## config.mk

```make
export PLATFORM = sky130hd
export DESIGN_NAME = tcp_connection_engine_top
export DESIGN_NICKNAME = d
export VERILOG_FILES = /design/src/sv/tce_pkg.sv /design/src/sv/tce_queue.sv /design/src/sv/tce_divider.sv /design/src/sv/tce_engine.sv /design/src/sv/tce_front.sv /design/src/sv/tcp_connection_engine_top.sv
export SDC_FILE = /design/constraint.sdc
export NUM_CORES = 2
export LEC_CHECK = 0
export BUFFER_PORTS_ARGS = -buffer_cell sky130_fd_sc_hd__clkbuf_2
export CORE_ASPECT_RATIO = 1.2
export CORE_UTILIZATION = 55
export CTS_CLUSTER_SIZE = 28
export DETAILED_ROUTE_END_ITERATION = 10
export PLACE_DENSITY_LB_ADDON = 0.12
export SYNTH_ARGS = -nofsm -noshare
export SYNTH_HDL_FRONTEND = slang
export SYNTH_HIERARCHICAL = 1
export SYNTH_SLANG_ARGS = --single-unit
```

## constraint.sdc

```tcl
create_clock -name clk -period 16.4 [get_ports clk]
set_input_delay 2.46 -clock clk [delete_from_list [all_inputs] [get_ports clk]]
set_output_delay 2.46 -clock clk [all_outputs]
set_load 0.01 [all_outputs]
```

## src/sv/tce_pkg.sv

```systemverilog
package tce_pkg;

  typedef struct packed {
    logic [2:0]  mode;
    logic [7:0]  seg_flags;
    logic [31:0] seg_seq;
    logic [31:0] seg_ack;
    logic [10:0] pay_len;
  } in_word_t;

  typedef struct packed {
    logic        send_valid;
    logic [7:0]  out_flags;
    logic [31:0] out_seq;
    logic [31:0] out_ack;
    logic [15:0] out_window;
    logic [10:0] out_len;
    logic [3:0]  conn_state;
    logic [10:0] app_limit;
    logic        fin_to_app;
    logic        error;
    logic        last;
  } out_word_t;

  typedef enum logic [2:0] {
    EV_OPEN_ACTIVE  = 3'd0,
    EV_OPEN_PASSIVE = 3'd1,
    EV_APP_DATA     = 3'd2,
    EV_SEGMENT      = 3'd3,
    EV_CLOSE        = 3'd4
  } event_t;

  localparam logic [3:0] ST_ESTABLISHED = 4'd0;
  localparam logic [3:0] ST_LISTEN      = 4'd1;
  localparam logic [3:0] ST_SYN_OUT     = 4'd2;
  localparam logic [3:0] ST_SYN_RCVD    = 4'd3;
  localparam logic [3:0] ST_FIN_WAIT_1  = 4'd4;
  localparam logic [3:0] ST_FIN_WAIT_2  = 4'd5;
  localparam logic [3:0] ST_CLOSE_WAIT  = 4'd6;
  localparam logic [3:0] ST_LAST_ACK    = 4'd7;
  localparam logic [3:0] ST_CLOSED      = 4'd9;

  localparam logic [7:0] FL_FIN = 8'h01;
  localparam logic [7:0] FL_SYN = 8'h02;
  localparam logic [7:0] FL_ACK = 8'h10;

  localparam logic [2:0] REG_ISN  = 3'd0;
  localparam logic [2:0] REG_WIN  = 3'd1;
  localparam logic [2:0] REG_MSS  = 3'd2;
  localparam logic [2:0] REG_SST  = 3'd3;
  localparam logic [2:0] REG_CAP  = 3'd4;

  localparam int QDEPTH = 2;

  typedef struct packed {
    logic full;
    logic empty;
  } q_status_t;

endpackage

```

## src/sv/tce_queue.sv

```systemverilog
module tce_queue
  import tce_pkg::*;
(
  input  logic      clk,
  input  logic      rst,
  input  logic      push,
  input  in_word_t  push_data,
  input  logic      pop,
  output in_word_t  pop_data,
  output q_status_t status
);
  in_word_t   slots [QDEPTH];
  logic       wr_ptr;
  logic       rd_ptr;
  logic [1:0] count;

  assign pop_data     = slots[rd_ptr];
  assign status.full  = (count == 2'(QDEPTH));
  assign status.empty = (count == 2'd0);

  always_ff @(posedge clk) begin
    if (push) slots[wr_ptr] <= push_data;
  end

  always_ff @(posedge clk) begin
    if (rst) begin
      wr_ptr <= 1'b0;
      rd_ptr <= 1'b0;
      count  <= 2'd0;
    end else begin
      if (push) wr_ptr <= ~wr_ptr;
      if (pop) rd_ptr <= ~rd_ptr;
      count <= count + 2'(push) - 2'(pop);
    end
  end
endmodule

```

## src/sv/tce_divider.sv

```systemverilog
module tce_divider
  import tce_pkg::*;
(
  input  logic        clk,
  input  logic        rst,
  input  logic        start,
  input  logic [21:0] dividend,
  input  logic [31:0] divisor,
  output logic        busy,
  output logic [21:0] quotient
);
  // restoring divide, one quotient bit per cycle
  logic [21:0] q;
  logic [32:0] rem;
  logic [4:0]  cnt;
  logic [32:0] trial;

  assign trial    = {rem[31:0], q[21]} - {1'b0, divisor};
  assign quotient = q;

  always_ff @(posedge clk) begin
    if (rst) begin
      busy <= 1'b0;
      cnt  <= 5'd0;
    end else if (start) begin
      busy <= 1'b1;
      cnt  <= 5'd21;
      q    <= dividend;
      rem  <= 33'd0;
    end else if (busy) begin
      if (trial[32]) begin
        rem <= {rem[31:0], q[21]};
        q   <= {q[20:0], 1'b0};
      end else begin
        rem <= trial;
        q   <= {q[20:0], 1'b1};
      end
      if (cnt == 5'd0) busy <= 1'b0;
      else cnt <= cnt - 5'd1;
    end
  end
endmodule

```

## src/sv/tce_engine.sv

```systemverilog
module tce_engine
  import tce_pkg::*;
(
  input  logic        clk,
  input  logic        rst,
  input  logic        cfg_valid,
  input  logic [2:0]  cfg_index,
  input  logic [31:0] cfg_data,
  input  q_status_t   q_stat,
  input  in_word_t    q_data,
  output logic        q_pop,
  output logic        out_valid,
  input  logic        out_stall,
  output out_word_t   out_word
);
  typedef enum logic [4:0] {
    S_IDLE = 5'b00001,
    S_DIV  = 5'b00010,
    S_WIN  = 5'b00100,
    S_OUT0 = 5'b01000,
    S_OUT1 = 5'b10000
  } eng_state_t;

  eng_state_t state;

  logic [31:0] isn;
  logic [15:0] adv_win;
  logic [10:0] mss;
  logic [15:0] ss_lim;
  logic [15:0] win_cap;

  logic [3:0]  phase;
  logic [31:0] peer_seq, peer_ack, next_send_seq, last_ack_sent;
  logic [10:0] peer_len, last_sent_len;
  logic [31:0] cwnd;
  logic [15:0] send_window, rem_window;
  logic        ack_pending;

  logic [1:0]  res_count;
  logic [7:0]  r_flags [2];
  logic [31:0] r_seq [2];
  logic [31:0] r_ack [2];
  logic [10:0] r_len [2];
  logic        err_f, fin_f, data_acked;

  logic        div_start, div_busy;
  logic [21:0] div_q;
  logic [21:0] mss_sq;

  assign mss_sq = 22'(mss) * 22'(mss);

  tce_divider u_div (
    .clk(clk), .rst(rst), .start(div_start), .dividend(mss_sq),
    .divisor(cwnd), .busy(div_busy), .quotient(div_q)
  );

  logic [10:0] app_lim;
  assign app_lim = (16'(mss) < rem_window) ? mss : rem_window[10:0];

  logic [10:0] ctl_n, ctl_len;
  assign ctl_n   = (q_data.pay_len < mss) ? q_data.pay_len : mss;
  assign ctl_len = (ctl_n == 11'd0) ? 11'd1 : ctl_n;

  logic [10:0] dat_n;
  assign dat_n = (q_data.pay_len < app_lim) ? q_data.pay_len : app_lim;

  // window math
  logic [32:0] cw_sum;
  logic [31:0] cw_new;
  logic [15:0] nw;
  logic signed [19:0] r_sum;
  logic [31:0] inc;

  always_comb begin
    if (cwnd < 32'(ss_lim)) inc = 32'(mss);
    else if (cwnd == 32'd0) inc = 32'(mss_sq);
    else inc = 32'(div_q);
    cw_sum = data_acked ? (33'(cwnd) + 33'(inc)) : 33'(cwnd);
    cw_new = cw_sum[32] ? 32'hFFFF_FFFF : cw_sum[31:0];
    nw     = (cw_new < 32'(win_cap)) ? cw_new[15:0] : win_cap;
    r_sum  = 20'(rem_window) + (data_acked ? 20'(last_sent_len) : 20'd0)
           + 20'(nw) - 20'(send_window);
  end

  logic sel;
  assign sel = (state == S_OUT1);

  always_comb begin
    out_word = '0;
    out_word.send_valid = (res_count != 2'd0);
    if (res_count != 2'd0) begin
      out_word.out_flags  = r_flags[sel];
      out_word.out_seq    = r_seq[sel];
      out_word.out_ack    = r_ack[sel];
      out_word.out_window = adv_win;
      out_word.out_len    = r_len[sel];
    end
    out_word.conn_state = phase;
    out_word.app_limit  = app_lim;
    out_word.fin_to_app = fin_f;
    out_word.error      = err_f;
    out_word.last       = sel || (res_count != 2'd2);
  end

  assign out_valid = (state == S_OUT0) || (state == S_OUT1);
  assign q_pop     = (state == S_IDLE) && !q_stat.empty;
  assign div_start = q_pop && (q_data.mode == EV_SEGMENT) && (phase == ST_ESTABLISHED)
                     && ack_pending && (q_data.seg_flags == FL_ACK);

  always_ff @(posedge clk) begin
    if (rst) begin
      isn <= 32'd1; adv_win <= 16'd3072; mss <= 11'd536;
      ss_lim <= 16'd2144; win_cap <= 16'd3072;
    end else if (cfg_valid) begin
      case (cfg_index)
        REG_ISN: isn     <= cfg_data;
        REG_WIN: adv_win <= cfg_data[15:0];
        REG_MSS: mss     <= cfg_data[10:0];
        REG_SST: ss_lim  <= cfg_data[15:0];
        REG_CAP: win_cap <= cfg_data[15:0];
        default: ;
      endcase
    end
  end

  always_ff @(posedge clk) begin
    if (rst) begin
      state <= S_IDLE;
      phase <= ST_CLOSED;
      peer_seq <= '0; peer_ack <= '0; peer_len <= '0;
      next_send_seq <= '0; last_ack_sent <= '0; last_sent_len <= '0;
      // windows start at the reset MSS
      cwnd <= 32'd536; send_window <= 16'd536; rem_window <= 16'd536;
      ack_pending <= 1'b0;
      res_count <= '0; err_f <= 1'b0; fin_f <= 1'b0; data_acked <= 1'b0;
    end else begin
      case (state)
        S_IDLE: if (q_pop) begin
          res_count <= 2'd0; err_f <= 1'b0; fin_f <= 1'b0; data_acked <= 1'b0;
          state <= S_OUT0;
          if (q_data.mode == EV_OPEN_ACTIVE && phase == ST_CLOSED) begin
            peer_seq <= '0; peer_ack <= '0; peer_len <= '0; next_send_seq <= '0;
            cwnd <= 32'(mss); send_window <= 16'(mss); rem_window <= 16'(mss);
            ack_pending <= 1'b0;
            r_flags[0] <= FL_SYN; r_seq[0] <= isn; r_ack[0] <= '0; r_len[0] <= '0;
            res_count <= 2'd1;
            last_ack_sent <= '0; last_sent_len <= 11'd1;
            phase <= ST_SYN_OUT;
          end else if (q_data.mode == EV_OPEN_PASSIVE && phase == ST_CLOSED) begin
            peer_seq <= '0; peer_ack <= '0; peer_len <= '0; next_send_seq <= '0;
            last_ack_sent <= '0; last_sent_len <= '0;
            cwnd <= 32'(mss); send_window <= 16'(mss); rem_window <= 16'(mss);
            ack_pending <= 1'b0;
            phase <= ST_LISTEN;
          end else if (q_data.mode == EV_APP_DATA && phase == ST_ESTABLISHED
                       && !ack_pending) begin
            if (dat_n == 11'd0) begin
              err_f <= 1'b1; phase <= ST_CLOSED;
            end else begin
              r_flags[0] <= 8'd0; r_seq[0] <= next_send_seq;
              r_ack[0] <= last_ack_sent; r_len[0] <= dat_n;
              res_count <= 2'd1;
              last_sent_len <= dat_n;
              rem_window <= rem_window - 16'(dat_n);
              ack_pending <= 1'b1;
            end
          end else if (q_data.mode == EV_CLOSE && phase == ST_ESTABLISHED
                       && !ack_pending) begin
            r_flags[0] <= FL_FIN | FL_ACK; r_seq[0] <= peer_ack;
            r_ack[0] <= peer_seq + 32'd1; r_len[0] <= '0;
            res_count <= 2'd1;
            last_ack_sent <= peer_seq + 32'd1; last_sent_len <= 11'd1;
            phase <= ST_FIN_WAIT_1;
          end else if (q_data.mode == EV_SEGMENT && phase != ST_CLOSED) begin
            case (phase)
              ST_LISTEN:
                if (q_data.seg_flags == FL_SYN) begin
                  peer_seq <= q_data.seg_seq; peer_ack <= q_data.seg_ack;
                  peer_len <= ctl_len; next_send_seq <= isn;
                  r_flags[0] <= FL_SYN | FL_ACK; r_seq[0] <= isn;
                  r_ack[0] <= q_data.seg_seq + 32'd1; r_len[0] <= '0;
                  res_count <= 2'd1;
                  last_ack_sent <= q_data.seg_seq + 32'd1; last_sent_len <= 11'd1;
                  phase <= ST_SYN_RCVD;
                end else begin
                  err_f <= 1'b1; phase <= ST_CLOSED; ack_pending <= 1'b0;
                end
              ST_SYN_OUT, ST_FIN_WAIT_2:
                if ((phase == ST_SYN_OUT && q_data.seg_flags == (FL_SYN | FL_ACK)) ||
                    (phase == ST_FIN_WAIT_2 && q_data.seg_flags == (FL_FIN | FL_ACK))) begin
                  peer_seq <= q_data.seg_seq; peer_ack <= q_data.seg_ack;
                  peer_len <= ctl_len; next_send_seq <= q_data.seg_ack;
                  r_flags[0] <= FL_ACK; r_seq[0] <= q_data.seg_ack;
                  r_ack[0] <= q_data.seg_seq + 32'(ctl_len); r_len[0] <= '0;
                  res_count <= 2'd1;
                  last_ack_sent <= q_data.seg_seq + 32'(ctl_len);
                  last_sent_len <= 11'd1;
                  phase <= (phase == ST_SYN_OUT) ? ST_ESTABLISHED : ST_CLOSED;
                end else begin
                  err_f <= 1'b1; phase <= ST_CLOSED; ack_pending <= 1'b0;
                end
              ST_SYN_RCVD, ST_FIN_WAIT_1, ST_LAST_ACK:
                if (q_data.seg_flags == FL_ACK) begin
                  peer_seq <= q_data.seg_seq; peer_ack <= q_data.seg_ack;
                  peer_len <= ctl_len; next_send_seq <= q_data.seg_ack;
                  state <= S_WIN;
                  phase <= (phase == ST_SYN_RCVD) ? ST_ESTABLISHED :
                           (phase == ST_FIN_WAIT_1) ? ST_FIN_WAIT_2 : ST_CLOSED;
                end else begin
                  err_f <= 1'b1; phase <= ST_CLOSED; ack_pending <= 1'b0;
                end
              ST_ESTABLISHED:
                if (ack_pending) begin
                  if (q_data.seg_flags == FL_ACK) begin
                    peer_seq <= q_data.seg_seq; peer_ack <= q_data.seg_ack;
                    peer_len <= ctl_len; next_send_seq <= q_data.seg_ack;
                    data_acked <= 1'b1; ack_pending <= 1'b0;
                    state <= S_DIV;
                  end else begin
                    err_f <= 1'b1; phase <= ST_CLOSED; ack_pending <= 1'b0;
                  end
                end else if (q_data.seg_flags == (FL_FIN | FL_ACK)) begin
                  // reply uses the stored peer values, not this segment's
                  r_flags[0] <= FL_ACK; r_seq[0] <= next_send_seq;
                  r_ack[0] <= peer_seq + 32'(peer_len); r_len[0] <= '0;
                  r_flags[1] <= FL_FIN | FL_ACK; r_seq[1] <= peer_ack;
                  r_ack[1] <= peer_seq + 32'd1; r_len[1] <= '0;
                  res_count <= 2'd2; fin_f <= 1'b1;
                  last_ack_sent <= peer_seq + 32'd1; last_sent_len <= 11'd1;
                  phase <= ST_LAST_ACK;
                end else begin
                  peer_seq <= q_data.seg_seq; peer_ack <= q_data.seg_ack;
                  peer_len <= dat_n;
                  r_flags[0] <= FL_ACK; r_seq[0] <= next_send_seq;
                  r_ack[0] <= q_data.seg_seq + 32'(dat_n); r_len[0] <= '0;
                  res_count <= 2'd1;
                  last_ack_sent <= q_data.seg_seq + 32'(dat_n);
                  last_sent_len <= 11'd1;
                end
              default: begin
                err_f <= 1'b1; phase <= ST_CLOSED; ack_pending <= 1'b0;
              end
            endcase
          end
        end
        S_DIV: if (!div_busy) state <= S_WIN;
        S_WIN: begin
          cwnd <= cw_new;
          send_window <= nw;
          rem_window <= (r_sum < 0) ? 16'd0 : (r_sum > 20'sd65535) ? 16'hFFFF
                        : r_sum[15:0];
          state <= S_OUT0;
        end
        S_OUT0: if (!out_stall) state <= (res_count == 2'd2) ? S_OUT1 : S_IDLE;
        S_OUT1: if (!out_stall) state <= S_IDLE;
        default: state <= S_IDLE;
      endcase
    end
  end
endmodule

```

## src/sv/tce_front.sv

```systemverilog
module tce_front
  import tce_pkg::*;
(
  input  logic      in_valid,
  input  in_word_t  in_word,
  input  q_status_t q_stat,
  output logic      in_stall,
  output logic      push,
  output in_word_t  push_data
);
  // fold undefined modes onto an ignored code
  always_comb begin
    push_data = in_word;
    if (!(in_word.mode inside {EV_OPEN_ACTIVE, EV_OPEN_PASSIVE, EV_APP_DATA,
                               EV_SEGMENT, EV_CLOSE}))
      push_data.mode = 3'(EV_CLOSE) + 3'd1;
  end
  assign in_stall = q_stat.full;
  assign push     = in_valid && !q_stat.full;
endmodule

```

## src/sv/tcp_connection_engine_top.sv

```systemverilog
// Flow: an accepted word is queued; the engine pops it in S_IDLE and gives results in S_OUT0,
//   passing S_WIN first for an ACK that only updates the window, and S_DIV then S_WIN for
//   an ACK of a data segment (22-step divide). The queue takes words while the engine is busy;
//   a two-result event adds S_OUT1, and output stalls hold S_OUT0 and S_OUT1.
// Reset (rst, synchronous): connection CLOSED, registers to defaults, queue empty.
module tcp_connection_engine_top
  import tce_pkg::*;
(
  input  logic        clk,
  input  logic        rst,
  input  logic        in_valid,
  output logic        in_stall,
  input  in_word_t    in_word,
  output logic        out_valid,
  input  logic        out_stall,
  output out_word_t   out_word,
  input  logic        cfg_valid,
  output logic        cfg_ready,
  input  logic [2:0]  cfg_index,
  input  logic [31:0] cfg_data
);
  q_status_t q_stat;
  logic      push, pop;
  in_word_t  push_data, pop_data;

  // config is always taken; write only while no event is in flight
  assign cfg_ready = 1'b1;

  // front: classify and hand off to the queue
  tce_front u_front (
    .in_valid(in_valid), .in_word(in_word), .q_stat(q_stat),
    .in_stall(in_stall), .push(push), .push_data(push_data)
  );

  tce_queue u_queue (
    .clk(clk), .rst(rst), .push(push), .push_data(push_data),
    .pop(pop), .pop_data(pop_data), .status(q_stat)
  );

  // back: run the connection state machine and deliver results
  tce_engine u_engine (
    .clk(clk), .rst(rst), .cfg_valid(cfg_valid), .cfg_index(cfg_index),
    .cfg_data(cfg_data), .q_stat(q_stat), .q_data(pop_data), .q_pop(pop),
    .out_valid(out_valid), .out_stall(out_stall), .out_word(out_word)
  );
endmodule

```

==> metrics <==
Mapped Area 0.0472 mm2; Routed WL 160000 um; initial antenna violation count 8; Hold Crit Class reg2reg; Final TNS setup 0 ns; RSZ-0062 raised after global routing no; RR Startpoint u_engine/mss[2]; Worst Path Max Fanout 23; Clock Path Buffers 3; worst skew pair latency 0.66 ns; number of nets in the layout 5818; core area 0.0849 mm2; pre-CTS setup slack 0.904 ns; Clock Sinks 699; post-synth top area share 22.5%; Worst Reg2Reg Path Length in Cells 48; GRT Util Overall 35.8%; DR WL/cell 24.4 um; EDFF count, synth 354; clk_skew 0.0422 ns; grt total ovfl 0; dominant cell type by area after synthesis edfxtp_1; r2r setup slk 1.20 ns; Worst Path Arrival 15.69 ns; H-Tree Depth 3; Ys Warns 6; family with the most delay on the worst path adder cells; Crit path largest cell delay 0.74 ns; Die H 323 um; WP buf/inv 3; Post-Synth Simple-Gate Area 17.6%; CTS root buf clkbuf_16; Die Width 269 um; first-pass GRT wire length 240000 um; Initial Utilization 55.6%; post-route setup slack 1.20 ns; actual slew at the worst max-slew pin 1.35 ns; most flop-heavy register u_queue/slots; DR vias 41900; Req. time, crit path 16.89 ns; Final setup viols 0; Vias/cell 6.38; CP dominant cell by count fa_1; final hold violation count 0; worst reg2reg path endpoint u_engine/rem_window[1]; Initial DRT Pass Iterations 7; Fin Hold WS 0.454 ns; multiplexer share of the synthesized area 5.45%; Post-Synth XOR/XNOR Area 4.34%; HP Start u_engine/ss_lim[9]; Hold Buf Count CTS 0; number of global-route vias before repair 40000; Iter 0 DRT Violations 4565; WHS Path Cells 2; fin util 60.1%; VDD IR max 110 uV; Worst Setup Start Kind register; Async SR Flop Fraction 0%; Max-slew headroom 9.04%; Residual DRC 0; static leakage 0.0198 uW; biggest regs u_queue/slots (172), u_engine/r_ack (64), u_engine/r_seq (64); Mean Syn Cell Area 8.75 um2; slowest CP cell dfxtp_1; sequential fraction of the synthesis area 37.2%; Achievable Freq 0.0658 GHz; num rows 117; RD Place Congestion 0.991; #FFs+latches synth 699; combinational family with the most area after synthesis compound AO/OA/AOI/OAI gates; Synth area leaders edfxtp_1 (23%), dfxtp_1 (15%), ha_1 (6.3%); area delta synth->final 8.16%; Compound-Gate Fraction of Synth Area 18.1%; HPWL after detailed placement 111000 um; share of cells above drive strength 1 12.2%; outcome finished clean; setup repair bufs after CTS 0; Slew Limit Fails 0; Pwr Density 135 mW/mm2; Ports 247; Min-Delay Endpoint u_engine/ss_lim[9]; CTS clk-pin slew, worst paths 0.06 ns; TritonCTS Buffers 77; fin crit period 15.20 ns; Buffers on Ports 240; Pwr Total 6880 uW; DRT antenna net count 0; largest net degree at the start of global routing 74; Worst setup EP type register; area of the die 0.0870 mm2; Main synth FF type edfxtp_1; CP Class reg2reg; adder-cell area share of the yosys netlist 10.3%; Period Utilization, post-route 92.7%; synthesized instance count 5390; count of cell types in the netlist 111; max reg flops 172; CTS tree yes; max_cap viols 0
==> kinds of logic after synthesis <==
kind of cell               Yosys count
xor gates and xnor gates           232
adders and majority gates          333
other                                2
AOI/OAI and AO/OA                 1336
muxes                              226
DFF                                699
buffers and inverters              742
and+or+nand+nor                   1820
==> power breakdown <==
group	internal, uW	total [uW]	switching [uW]
combinational	1050	3000	1950
sequential	1970	2090	114
clock	1020	1790	775
total	4040	6880	2840
==> through the flow <==
stage | instance area [um2] | cells
floorplan | 47200 | 5395
global placement | 48400 | 6409
detailed placement | 48400 | 6409
CTS | 51000 | 6552
global route | 51000 | 6558
finish | 51000 | 6558
==> layout by cell type (no fill, tap or decap), types with 103 or more instances in the layout <==
cell,synthesis,layout
nor2_1,431,426
nor3_1,114,112
dfxtp_1,345,343
mux2i_1,103,103
edfxtp_1,354,354
a21oi_1,502,501
nand3_1,186,184
inv_1,307,307
ha_1,239,239
nand2_1,744,740
o21ai_0,242,242
xnor2_1,133,133
clkbuf_2,0,239
==> per-layer routing <==
layer	global-route usage (%)	vias up	routed length, um
met4	20.1	0	9550
li1	-	19100	-
met1	46.0	20000	63400
met2	57.4	2254	72400
met5	0	-	0
met3	6.18	582	14800
==> worst max-delay path by stage <==
stage | startpoint | endpoint | cells after the start
floorplan | u_engine/mss[4] | u_engine/rem_window[2] | 54
global placement | u_engine/mss[8] | u_engine/rem_window[1] | 47
detailed placement | u_engine/mss[8] | u_engine/rem_window[1] | 47
CTS | u_engine/mss[8] | u_engine/rem_window[1] | 47
global route | u_engine/mss[2] | u_engine/rem_window[2] | 48
finish | u_engine/mss[2] | u_engine/rem_window[1] | 48
==> worst register-to-register path, delay by kind of cell, from the launching register on <==
family	cells	cell delay (ns)
buf+inv	3	0.58
fa+ha+maj	12	5.15
flops	1	0.74
compound gates	18	4.73
simple gates	12	3.45
xor+xnor	2	0.25
mux	1	0.15
==> area by class of cell <==
cell class,instances,area (um2)
Fill cell,7635,33900
Multi-Input combinational cell,3955,26500
Sequential cell,699,17500
Clock buffer,99,2150
Timing Repair Buffer,311,1740
Tap cell,1130,1410
Inverter,315,1180
Clock inverter,44,449
Antenna cell,5,12.5
==> Yosys cell counts (11+ instances only) <==
library cell and count:
nand2b_1 28, o221ai_1 52, a22oi_1 57, ha_1 239
nand4_1 24, buf_1 13, nand3b_1 12, o21ai_0 242
fa_1 94, nor2b_1 57, and2_1 41, buf_4 97
nor2_1 431, inv_1 307, clkbuf_1 282, or3_1 18
nand2_1 744, nor4_1 28, nand3_1 186, o21a_1 29
nor3b_1 11, o22ai_1 58, a21oi_1 502, nor3_1 114
xnor2_1 133, dfxtp_1 345, xor2_1 98, buf_2 24
a211o_1 12, a221o_1 18, edfxtp_1 354, mux2i_1 103
or2_2 20, mux2_4 41, a221oi_1 64, mux2_2 82
a21o_1 56, a211oi_1 34, a2111oi_0 12, o211ai_1 39
a31oi_1 32, and4_1 16, and3_1 53
==> what timing repair did <==
item                       CTS  global route
hold endpoints to repair     0             0
setup endpoints to repair    0            13
gates resized for setup      0             3
Power figures use the tool's default switching activity.
